**src/sv/fspk_pkg.sv**
```systemverilog
// Shared types and constants for the FFT spectrum peak finder.
// Used by the root cells, the sample-rate divider and the top level.
package fspk_pkg;

	localparam int unsigned CLOCK_HZ = 84000000;

	localparam int RELOAD_W   = 16;
	localparam int PRESCALE_W = 8;
	localparam int CFG_W      = 16;
	localparam int REG_IDX_W  = 1;

	localparam int SMP_W      = 16;
	localparam int MAG_W      = 16;
	localparam int BIN_W      = 9;
	localparam int FREQ_W     = 26;
	localparam int POW_W      = 32;
	localparam int FS_W       = 27;
	localparam int ROOT_STEPS = 16;

	localparam logic [RELOAD_W-1:0]   RELOAD_RESET   = 16'd1680;
	localparam logic [PRESCALE_W-1:0] PRESCALE_RESET = 8'd1;
	localparam logic [FS_W-1:0]       FS_RESET       =
		FS_W'(CLOCK_HZ / int'(RELOAD_RESET) / int'(PRESCALE_RESET));

	typedef logic [REG_IDX_W-1:0] reg_idx_t;
	localparam reg_idx_t REG_TIMER_RELOAD   = 1'b0;
	localparam reg_idx_t REG_TIMER_PRESCALE = 1'b1;

	typedef logic [POW_W-1:0] pow_t;

	// Result fields that ride along the root chain untouched.
	typedef struct packed {
		logic [BIN_W-1:0]  bin_number;
		logic              frame_done;
		logic [BIN_W-1:0]  peak_bin;
		logic [FREQ_W-1:0] peak_freq;
	} side_t;

endpackage

```
**src/sv/fft_spectrum_peak_finder.sv**
```systemverilog
// FFT spectrum peak finder: per-bin magnitude and peak-frequency search.
// Depends on fspk_pkg, fspk_rate_div and fspk_sqrt_cell.
//
// Usage:
// Bins 1 to FFT_POINTS/2-1 enter in order on the input channel, one per
// transfer. Every input transfer yields exactly one output transfer carrying
// the floor square root of the bin's power and its bin number. On the last
// bin of the frame, frame_done is set and peak_bin/peak_freq give the first
// bin of strictly greatest power and its frequency in hertz.
// Five front stages (magnitude, squares, sum, peak tracking, frequency
// multiply) feed a chain of 16 root cells. A bin can be taken every cycle
// unless a rate recompute is pending or the pipeline is full and stalled.
// Every stage only holds its item while the one after it is full and
// stalled, so the input takes bins into empty stages while the output waits.
// A configuration write restarts the sample-rate divider, which produces one
// quotient bit per cycle; input is held off until the new rate is ready.
// Reset empties the pipeline, restarts the frame at bin 1 and loads the
// reset sample rate of 50 kHz with no division pass. FFT_POINTS must be a
// power of two.
module fft_spectrum_peak_finder #(
	parameter int FFT_POINTS = 1024
) (
	input  logic                             clk,
	input  logic                             arst_n,
	input  logic                             in_valid,
	output logic                             in_ready,
	input  logic signed [fspk_pkg::SMP_W-1:0] bin_real,
	input  logic signed [fspk_pkg::SMP_W-1:0] bin_imag,
	output logic                             out_valid,
	input  logic                             out_ready,
	output logic [fspk_pkg::MAG_W-1:0]       magnitude,
	output logic [fspk_pkg::BIN_W-1:0]       bin_number,
	output logic                             frame_done,
	output logic [fspk_pkg::BIN_W-1:0]       peak_bin,
	output logic [fspk_pkg::FREQ_W-1:0]      peak_freq,
	input  logic                             cfg_we,
	input  fspk_pkg::reg_idx_t               cfg_index,
	input  logic [fspk_pkg::CFG_W-1:0]       cfg_data
);
	import fspk_pkg::*;

	localparam int LAST   = FFT_POINTS / 2 - 1;
	localparam int CNT_W  = $clog2(FFT_POINTS / 2);
	localparam int LOG2N  = $clog2(FFT_POINTS);
	localparam int EXT_W  = (CNT_W > BIN_W) ? CNT_W : BIN_W;
	localparam int PROD_W = CNT_W + FS_W;
	localparam logic [CNT_W-1:0] LAST_BIN  = CNT_W'(LAST);
	localparam logic [CNT_W-1:0] FIRST_BIN = CNT_W'(1);
	localparam logic [EXT_W-1:0] LAST_EXT  = EXT_W'(LAST);
	localparam logic [BIN_W-1:0] LAST_NUM  = LAST_EXT[BIN_W-1:0];

	// Configuration and sample rate
	logic [RELOAD_W-1:0]   reload_q;
	logic [PRESCALE_W-1:0] prescale_q;
	logic                  pend_q;
	logic                  div_busy;
	logic [FS_W-1:0]       fs_rate;
	logic [RELOAD_W-1:0]   reload_eff;
	logic [PRESCALE_W-1:0] prescale_eff;

	// Front stages
	logic                  in_fire;
	logic [CNT_W-1:0]      cnt_q;
	logic                  v_s1, v_s2, v_s3, v_s4, v_s5;
	logic                  ready_s1, ready_s2, ready_s3, ready_s4, ready_s5;
	logic [SMP_W-1:0]      are_s1, aim_s1;
	logic [CNT_W-1:0]      bin_s1, bin_s2, bin_s3, bin_s4;
	logic                  first_s1, first_s2, first_s3;
	logic                  done_s1, done_s2, done_s3, done_s4;
	pow_t                  sqre_s2, sqim_s2;
	pow_t                  pow_s3, pow_s4, pow_s5;
	logic [CNT_W-1:0]      peak_s4;
	side_t                 side_s5;

	// Peak tracking
	pow_t                  best_pow_q;
	logic [CNT_W-1:0]      best_bin_q;
	pow_t                  cmp_pow;
	logic [CNT_W-1:0]      cmp_bin;
	logic                  better;
	pow_t                  new_pow;
	logic [CNT_W-1:0]      new_bin;

	// Frequency stage
	logic [PROD_W-1:0]     prod;
	logic [PROD_W-1:0]     prod_shr;
	logic [EXT_W-1:0]      num_ext;
	logic [EXT_W-1:0]      peak_ext;
	side_t                 side_n;

	// Root chain
	logic [ROOT_STEPS:0]   ch_valid;
	logic [ROOT_STEPS:0]   ch_ready;
	pow_t                  ch_rem  [0:ROOT_STEPS];
	pow_t                  ch_root [0:ROOT_STEPS];
	side_t                 ch_side [0:ROOT_STEPS];

	// ---------------------------------------------------------------
	// Configuration registers and rate divider
	// ---------------------------------------------------------------
	always_ff @(posedge clk or negedge arst_n) begin
		if (!arst_n) begin
			reload_q   <= RELOAD_RESET;
			prescale_q <= PRESCALE_RESET;
			pend_q     <= 1'b0;
		end else begin
			pend_q <= cfg_we;
			if (cfg_we) begin
				case (cfg_index)
					REG_TIMER_RELOAD:   reload_q   <= cfg_data[RELOAD_W-1:0];
					REG_TIMER_PRESCALE: prescale_q <= cfg_data[PRESCALE_W-1:0];
					default: ;
				endcase
			end
		end
	end

	// A zero divisor is treated as one.
	assign reload_eff   = (reload_q == '0) ? RELOAD_W'(1) : reload_q;
	assign prescale_eff = (prescale_q == '0) ? PRESCALE_W'(1) : prescale_q;

	fspk_rate_div u_rate_div (
		.clk      (clk),
		.arst_n   (arst_n),
		.start    (pend_q),
		.reload   (reload_eff),
		.prescale (prescale_eff),
		.busy     (div_busy),
		.rate     (fs_rate)
	);

	// ---------------------------------------------------------------
	// Handshake chain
	// ---------------------------------------------------------------
	assign ready_s5 = !v_s5 || ch_ready[0];
	assign ready_s4 = !v_s4 || ready_s5;
	assign ready_s3 = !v_s3 || ready_s4;
	assign ready_s2 = !v_s2 || ready_s3;
	assign ready_s1 = !v_s1 || ready_s2;
	assign in_ready = ready_s1 && !pend_q && !div_busy;
	assign in_fire  = in_valid && in_ready;

	always_ff @(posedge clk or negedge arst_n) begin
		if (!arst_n) begin
			cnt_q <= FIRST_BIN;
			v_s1  <= 1'b0;
			v_s2  <= 1'b0;
			v_s3  <= 1'b0;
			v_s4  <= 1'b0;
			v_s5  <= 1'b0;
		end else begin
			if (in_fire) begin
				cnt_q <= (cnt_q >= LAST_BIN) ? FIRST_BIN : cnt_q + CNT_W'(1);
			end
			if (ready_s1) v_s1 <= in_fire;
			if (ready_s2) v_s2 <= v_s1;
			if (ready_s3) v_s3 <= v_s2;
			if (ready_s4) v_s4 <= v_s3;
			if (ready_s5) v_s5 <= v_s4;
		end
	end

	// ---------------------------------------------------------------
	// Stage 1: absolute values. The most negative sample maps to 32768,
	// which still fits the unsigned width.
	// ---------------------------------------------------------------
	always_ff @(posedge clk) begin
		if (in_fire) begin
			are_s1   <= bin_real[SMP_W-1] ? SMP_W'(-bin_real) : SMP_W'(bin_real);
			aim_s1   <= bin_imag[SMP_W-1] ? SMP_W'(-bin_imag) : SMP_W'(bin_imag);
			bin_s1   <= cnt_q;
			first_s1 <= (cnt_q == FIRST_BIN);
			done_s1  <= (cnt_q >= LAST_BIN);
		end
	end

	// Stage 2: squares
	always_ff @(posedge clk) begin
		if (v_s1 && ready_s2) begin
			sqre_s2  <= POW_W'(are_s1) * POW_W'(are_s1);
			sqim_s2  <= POW_W'(aim_s1) * POW_W'(aim_s1);
			bin_s2   <= bin_s1;
			first_s2 <= first_s1;
			done_s2  <= done_s1;
		end
	end

	// Stage 3: power, at most 2^31
	always_ff @(posedge clk) begin
		if (v_s2 && ready_s3) begin
			pow_s3   <= sqre_s2 + sqim_s2;
			bin_s3   <= bin_s2;
			first_s3 <= first_s2;
			done_s3  <= done_s2;
		end
	end

	// ---------------------------------------------------------------
	// Stage 4: peak tracking. The first bin of a frame is judged against
	// zero; an equal power later in the frame does not replace the peak.
	// ---------------------------------------------------------------
	always_comb begin
		cmp_pow = first_s3 ? '0 : best_pow_q;
		cmp_bin = first_s3 ? '0 : best_bin_q;
		better  = pow_s3 > cmp_pow;
		new_pow = better ? pow_s3 : cmp_pow;
		new_bin = better ? bin_s3 : cmp_bin;
	end

	always_ff @(posedge clk or negedge arst_n) begin
		if (!arst_n) begin
			best_pow_q <= '0;
			best_bin_q <= '0;
		end else if (v_s3 && ready_s4) begin
			best_pow_q <= new_pow;
			best_bin_q <= new_bin;
		end
	end

	always_ff @(posedge clk) begin
		if (v_s3 && ready_s4) begin
			pow_s4  <= pow_s3;
			bin_s4  <= bin_s3;
			done_s4 <= done_s3;
			peak_s4 <= new_bin;
		end
	end

	// ---------------------------------------------------------------
	// Stage 5: peak frequency = peak * fs / FFT_POINTS
	// ---------------------------------------------------------------
	always_comb begin
		prod     = PROD_W'(peak_s4) * PROD_W'(fs_rate);
		prod_shr = prod >> LOG2N;
		num_ext  = EXT_W'(bin_s4);
		peak_ext = EXT_W'(peak_s4);
		side_n.bin_number = num_ext[BIN_W-1:0];
		side_n.frame_done = done_s4;
		side_n.peak_bin   = done_s4 ? peak_ext[BIN_W-1:0] : '0;
		side_n.peak_freq  = done_s4 ? FREQ_W'(prod_shr) : '0;
	end

	always_ff @(posedge clk) begin
		if (v_s4 && ready_s5) begin
			pow_s5  <= pow_s4;
			side_s5 <= side_n;
		end
	end

	// ---------------------------------------------------------------
	// Square-root chain
	// ---------------------------------------------------------------
	assign ch_valid[0] = v_s5;
	assign ch_rem[0]   = pow_s5;
	assign ch_root[0]  = '0;
	assign ch_side[0]  = side_s5;
	assign ch_ready[ROOT_STEPS] = out_ready;

	for (genvar k = 0; k < ROOT_STEPS; k++) begin : g_root
		fspk_sqrt_cell #(
			.STEP (k)
		) u_cell (
			.clk      (clk),
			.arst_n   (arst_n),
			.up_valid (ch_valid[k]),
			.up_ready (ch_ready[k]),
			.up_rem   (ch_rem[k]),
			.up_root  (ch_root[k]),
			.up_side  (ch_side[k]),
			.dn_valid (ch_valid[k+1]),
			.dn_ready (ch_ready[k+1]),
			.dn_rem   (ch_rem[k+1]),
			.dn_root  (ch_root[k+1]),
			.dn_side  (ch_side[k+1])
		);
	end

	assign out_valid  = ch_valid[ROOT_STEPS];
	assign magnitude  = ch_root[ROOT_STEPS][MAG_W-1:0];
	assign bin_number = ch_side[ROOT_STEPS].bin_number;
	assign frame_done = ch_side[ROOT_STEPS].frame_done;
	assign peak_bin   = ch_side[ROOT_STEPS].peak_bin;
	assign peak_freq  = ch_side[ROOT_STEPS].peak_freq;

	// ---------------------------------------------------------------
	// Assertions
	// ---------------------------------------------------------------
	a_peak_only_at_end: assert property (@(posedge clk) disable iff (!arst_n)
		out_valid && !frame_done |-> peak_bin == '0 && peak_freq == '0)
		else $error("peak fields set on a bin that does not end the frame");

	a_done_on_last_bin: assert property (@(posedge clk) disable iff (!arst_n)
		out_valid && frame_done |-> bin_number == LAST_NUM)
		else $error("frame end flagged on a bin other than the last");

	a_hold_after_cfg: assert property (@(posedge clk) disable iff (!arst_n)
		cfg_we |=> !in_ready)
		else $error("input taken before the sample rate was recomputed");

endmodule

```
**src/sv/fspk_sqrt_cell.sv**
```systemverilog
// One cell of the square-root chain: settles one result bit per cell.
// Depends on fspk_pkg for the power and side-payload types.
module fspk_sqrt_cell #(
	parameter int STEP = 0
) (
	input  logic           clk,
	input  logic           arst_n,
	input  logic           up_valid,
	output logic           up_ready,
	input  fspk_pkg::pow_t up_rem,
	input  fspk_pkg::pow_t up_root,
	input  fspk_pkg::side_t up_side,
	output logic           dn_valid,
	input  logic           dn_ready,
	output fspk_pkg::pow_t dn_rem,
	output fspk_pkg::pow_t dn_root,
	output fspk_pkg::side_t dn_side
);
	import fspk_pkg::*;

	localparam pow_t BIT = POW_W'(1) << (POW_W - 2 - 2 * STEP);

	logic         valid_q;
	pow_t         rem_q;
	pow_t         root_q;
	side_t        side_q;
	logic [POW_W:0] trial;
	logic         take;
	pow_t         rem_n;
	pow_t         root_n;

	assign up_ready = !valid_q || dn_ready;

	always_comb begin
		trial  = {1'b0, up_root} + {1'b0, BIT};
		take   = {1'b0, up_rem} >= trial;
		rem_n  = take ? up_rem - trial[POW_W-1:0] : up_rem;
		root_n = take ? (up_root >> 1) + BIT : (up_root >> 1);
	end

	always_ff @(posedge clk or negedge arst_n) begin
		if (!arst_n) begin
			valid_q <= 1'b0;
		end else if (up_ready) begin
			valid_q <= up_valid;
		end
	end

	always_ff @(posedge clk) begin
		if (up_valid && up_ready) begin
			rem_q  <= rem_n;
			root_q <= root_n;
			side_q <= up_side;
		end
	end

	assign dn_valid = valid_q;
	assign dn_rem   = rem_q;
	assign dn_root  = root_q;
	assign dn_side  = side_q;

endmodule

```
**src/sv/fspk_rate_div.sv**
```systemverilog
// Sample-rate divider: 84 MHz over reload times prescale, one quotient bit a cycle.
// Depends on fspk_pkg for the register widths and the reset rate.
module fspk_rate_div (
	input  logic                            clk,
	input  logic                            arst_n,
	input  logic                            start,
	input  logic [fspk_pkg::RELOAD_W-1:0]   reload,
	input  logic [fspk_pkg::PRESCALE_W-1:0] prescale,
	output logic                            busy,
	output logic [fspk_pkg::FS_W-1:0]       rate
);
	import fspk_pkg::*;

	localparam int DVS_W = RELOAD_W + PRESCALE_W;
	localparam int CNT_W = $clog2(FS_W);
	localparam logic [CNT_W-1:0] LAST_STEP = CNT_W'(FS_W - 1);
	localparam logic [FS_W-1:0]  DIVIDEND  = FS_W'(CLOCK_HZ);

	logic             busy_q;
	logic [CNT_W-1:0] cnt_q;
	logic [DVS_W-1:0] dvs_q;
	logic [DVS_W-1:0] rem_q;
	logic [FS_W-1:0]  quo_q;
	logic [FS_W-1:0]  rate_q;
	logic [DVS_W:0]   shifted;
	logic             fits;
	logic [DVS_W-1:0] rem_n;

	// The partial remainder always stays below the divisor, so it fits DVS_W bits.
	always_comb begin
		shifted = {rem_q, quo_q[FS_W-1]};
		fits    = shifted >= {1'b0, dvs_q};
		rem_n   = fits ? DVS_W'(shifted - {1'b0, dvs_q}) : DVS_W'(shifted);
	end

	always_ff @(posedge clk or negedge arst_n) begin
		if (!arst_n) begin
			busy_q <= 1'b0;
			cnt_q  <= '0;
			rate_q <= FS_RESET;
		end else if (start) begin
			busy_q <= 1'b1;
			cnt_q  <= '0;
		end else if (busy_q) begin
			cnt_q <= cnt_q + CNT_W'(1);
			if (cnt_q == LAST_STEP) begin
				busy_q <= 1'b0;
				rate_q <= {quo_q[FS_W-2:0], fits};
			end
		end
	end

	always_ff @(posedge clk) begin
		if (start) begin
			dvs_q <= DVS_W'(reload) * DVS_W'(prescale);
			rem_q <= '0;
			quo_q <= DIVIDEND;
		end else if (busy_q) begin
			rem_q <= rem_n;
			quo_q <= {quo_q[FS_W-2:0], fits};
		end
	end

	assign busy = busy_q;
	assign rate = rate_q;

endmodule

```
**config.mk**
```make
export PLATFORM = sky130hd
export DESIGN_NAME = fft_spectrum_peak_finder
export DESIGN_NICKNAME = d
export VERILOG_FILES = /design/src/sv/fspk_pkg.sv /design/src/sv/fft_spectrum_peak_finder.sv /design/src/sv/fspk_sqrt_cell.sv /design/src/sv/fspk_rate_div.sv
export SDC_FILE = /design/constraint.sdc
export NUM_CORES = 2
export LEC_CHECK = 0
export ABC_CLOCK_PERIOD_IN_PS = 9300
export BUFFER_PORTS_ARGS = -buffer_cell sky130_fd_sc_hd__buf_2
export CELL_PAD_IN_SITES_DETAIL_PLACEMENT = 0
export CELL_PAD_IN_SITES_GLOBAL_PLACEMENT = 1
export CORE_UTILIZATION = 54
export DETAILED_ROUTE_END_ITERATION = 8
export HOLD_SLACK_MARGIN = 0.06
export PLACE_DENSITY_LB_ADDON = 0.1
export RECOVER_POWER = 50
export SLEW_MARGIN = 20
export SYNTH_ARGS = -nofsm -noshare
export SYNTH_HDL_FRONTEND = slang
export SYNTH_SLANG_ARGS = --single-unit
```
**constraint.sdc**
```tcl
create_clock -name clk -period 9.3 [get_ports clk]
set_input_delay 1.395 -clock clk [delete_from_list [all_inputs] [get_ports clk]]
set_output_delay 1.395 -clock clk [all_outputs]
set_load 0.05 [all_outputs]
```
==> results.json <==
{
  "cp-start-kind": "register",
  "period_minus_slack_ps": 7130,
  "numClockSinks": 1827,
  "dr.pass1.iters": 6,
  "grt_pass1_wl_um": 303000,
  "hold_violations": 0,
  "syn_area_sq_um": 96400,
  "grt_pass1_vias": 55700,
  "cts-root-buf": "clkbuf_16",
  "dp_cells": 9652,
  "grtUsageTotal_pct": 21.6,
  "clk_latency_ps": 870,
  "numPortBuffers": 116,
  "ctsHoldBuffers": 0,
  "rsz0062_at_grt": "false",
  "syn_nets": 8568,
  "drt_first_iter_violations": 2919,
  "grt_max_degree": 93,
  "maxCapViolCount": 11,
  "pwr_density_cell_nw_per_um2": 187,
  "seq_area_frac_synth_pct": 55.7,
  "start_util_pct": 54.6,
  "wire_per_inst_um": 18.8,
  "synth-async-reset-ratio_pct": 7.06,
  "yosys_warnings": 0,
  "min_path_type": "reg -> reg",
  "syn_avg_cell_area_sq_um": 13.1,
  "post-route-period-util_pct": 76.6,
  "totalWireLength_um": 188000,
  "vdd_drop_max_mv": 0.220,
  "antenna_found_initial": 0,
  "clock_skew_ps": 85.1,
  "syn_to_final_growth_pct": 9.48,
  "vias": 53000,
  "cts_buffer_depth": 3,
  "final-setup-viol-count": 0,
  "netlist-cell-type-count": 90,
  "cts.htree.levels": 4,
  "core_sq_um": 177000,
  "synth.top_cell.area_share_pct": 51.3,
  "viasPerCell": 5.30,
  "synthFlopType": "edfxtp_1",
  "path_class": "reg -> reg",
  "setup_ws_ps": 2170,
  "rr_startpoint": "aim_s1[8]$_DFFE_PP_",
  "boundaryPins": 117,
  "synth_area_leaders": "edfxtp_1 (51%), fa_1 (12%), ha_1 (7.0%), inv_1 (4.0%), dfrtp_1 (3.0%)",
  "dieWidth_um": 425,
  "dpl.hpwl_um": 140000,
  "antenna_left": 0,
  "nets": 8684,
  "cts_tree": "built",
  "slew_violations": 576,
  "worstMarginPinSlew_ps": 4880,
  "dieArea_sq_um": 180000,
  "final_cells": 9993,
  "wl_met2_um": 97200,
  "cts-buffers-inserted": 183,
  "fmax_mhz": 140,
  "hp-start": "ch_side[752]$_SDFFCE_PN0P_",
  "place.gp.congestion": 0.845,
  "outcome": "finished with violations",
  "critPathLaunch": "aim_s1[8]$_DFFE_PP_",
  "synth_edf_count": 1647,
  "synth_seq_cells": 1827,
  "clkTransAtPathRegs_ps": 60,
  "end_kind": "register",
  "syn_inst": 7384,
  "cp_data_arrival_time_ps": 7730,
  "layout_commonest_cell": "edfxtp_1",
  "dieHeight_um": 425,
  "drc_errors": 0,
  "rows": 154,
  "num-fill-cells": 13900,
  "wl_met1_um": 77700,
  "cts_resized": 0,
  "post_cts_buffers": 0,
  "final_layout_size_suffix_gt1_share_pct": 7.68,
  "required_ps": 9900,
  "wl_met3_um": 6070,
  "slew_headroom_pct": -225,
  "overflow": 0,
  "pre_cts_ws_ps": 2130,
  "synth_area_leader_cell": "edfxtp_1",
  "path_max_fanout": 13,
  "violations": "max-capacitance violations, max-slew violations",
  "final_cell_mix": "edfxtp_1 (1647), inv_1 (1017), nand2_1 (593)",
  "final_area_sq_um": 106000,
  "dpl_cell_area_sq_um": 99300,
  "fin_setup_tns_ps": 0,
  "top_layer_used": "met4",
  "leakagePower_nw": 43.2
}
==> logic make-up after synthesis <==
group           after synthesis  synth area share (%)
mux                         105                  1.18
buf+inv                    1258                  5.16
fa+ha+maj                  1130                  19.2
flops                      1827                  55.7
xor+xnor                    364                  3.31
compound gates              885                  5.94
simple gates               1815                  9.47
==> through the flow <==
| stage | hold slack [ps] | power [W] | utilization [%] |
|---|---|---|---|
| final | 351 | 0.0198 | 59.8 |
| after detailed placement | 405 | 0.0125 | 56.2 |
| after global routing | 355 | 0.0208 | 59.8 |
| after floorplan | 400 | 0.0118 | - |
| after CTS | 350 | 0.0200 | 59.8 |
| after global placement | 400 | 0.0125 | 56.2 |
==> worst max-delay path, cell delays in order (launching register included) <==
cell and delay, ps:
edfxtp_1 700, inv_1 270, nor2_1 240, inv_1 90, fa_1 520, inv_1 50
fa_1 500, inv_1 60, fa_1 520, inv_1 50, fa_1 530, inv_1 50
fa_1 520, inv_1 40, ha_1 290, ha_1 370, and3_1 230, nand4_1 130
or3b_2 450, nor3_1 300, o31ai_1 260, nor3_1 320, nor2_1 110, o21ai_0 210
xnor2_1 80
==> final cells by class <==
type	instances	area, sq um	area share (%)
diodes	1	2.50	0.00237
clock buffers	214	4760	4.50
clock inverters	123	1490	1.41
inverters	1021	3830	3.63
multi-input cells	4299	37900	35.9
flip-flops and latches	1827	53700	50.9
well taps	2340	2930	2.77
repair buffers	168	990	0.937
==> sequential cells by signal (all words and copies together), names as in the netlist, 16 cells and up <==
register                flops
best_pow_q                 32
g_root.u_cell.dn_side     720
pow_s5                     32
pow_s3                     32
g_root.u_cell.dn_rem      480
pow_s4                     32
g_root.u_cell.dn_root     136
ch_side                    45
sqim_s2                    31
u_rate_div.rem_q           24
u_rate_div.dvs_q           24
u_rate_div.rate            27
u_rate_div.quo_q           27
g_root.u_cell.dn_valid     16
aim_s1                     16
are_s1                     16
reload_q                   16
sqre_s2                    31
==> final timing paths <==
check | end | slack [ps] | depth (start not counted)
max | sqim_s2[29]$_DFFE_PP_ | 2170 | 24
min | g_root[0].u_cell.dn_side[32]$_DFFE_PP_ | 350 | 0
max in group asynchronous | g_root[5].u_cell.dn_valid$_DFFE_PN0P_ | 4530 | 2
max reg2reg | sqim_s2[29]$_DFFE_PP_ | 2170 | 24
min reg2reg | g_root[0].u_cell.dn_side[32]$_DFFE_PP_ | 350 | 0
min in group asynchronous | reload_q[8]$_DFFE_PN0P_ | 2070 | 1
==> synthesized netlist by cell type (99+ instances only) <==
master,instances
a21oi_1,242
and2_1,290
clkbuf_1,140
dfrtp_1,117
edfxtp_1,1647
fa_1,588
ha_1,542
inv_1,1019
nand2_1,593
nor2_1,311
nor3_1,99
o21ai_0,198
xnor2_1,213
xor2_1,151
==> per-layer routing <==
| layer | vias to the layer above | track usage (%) |
|---|---|---|
| met5 | - | 0 |
| met4 | 0 | 7.86 |
| met3 | 306 | 2.79 |
| met2 | 833 | 38.5 |
| met1 | 26300 | 26.8 |
| li1 | 25600 | - |
==> power by group <==
part / internal [W] / switching, W
combinational: 0.00134 / 0.00170
sequential: 0.00913 / 0.000146
clock: 0.00425 / 0.00321
total: 0.0147 / 0.00506
(Power assumes the default switching activity.)
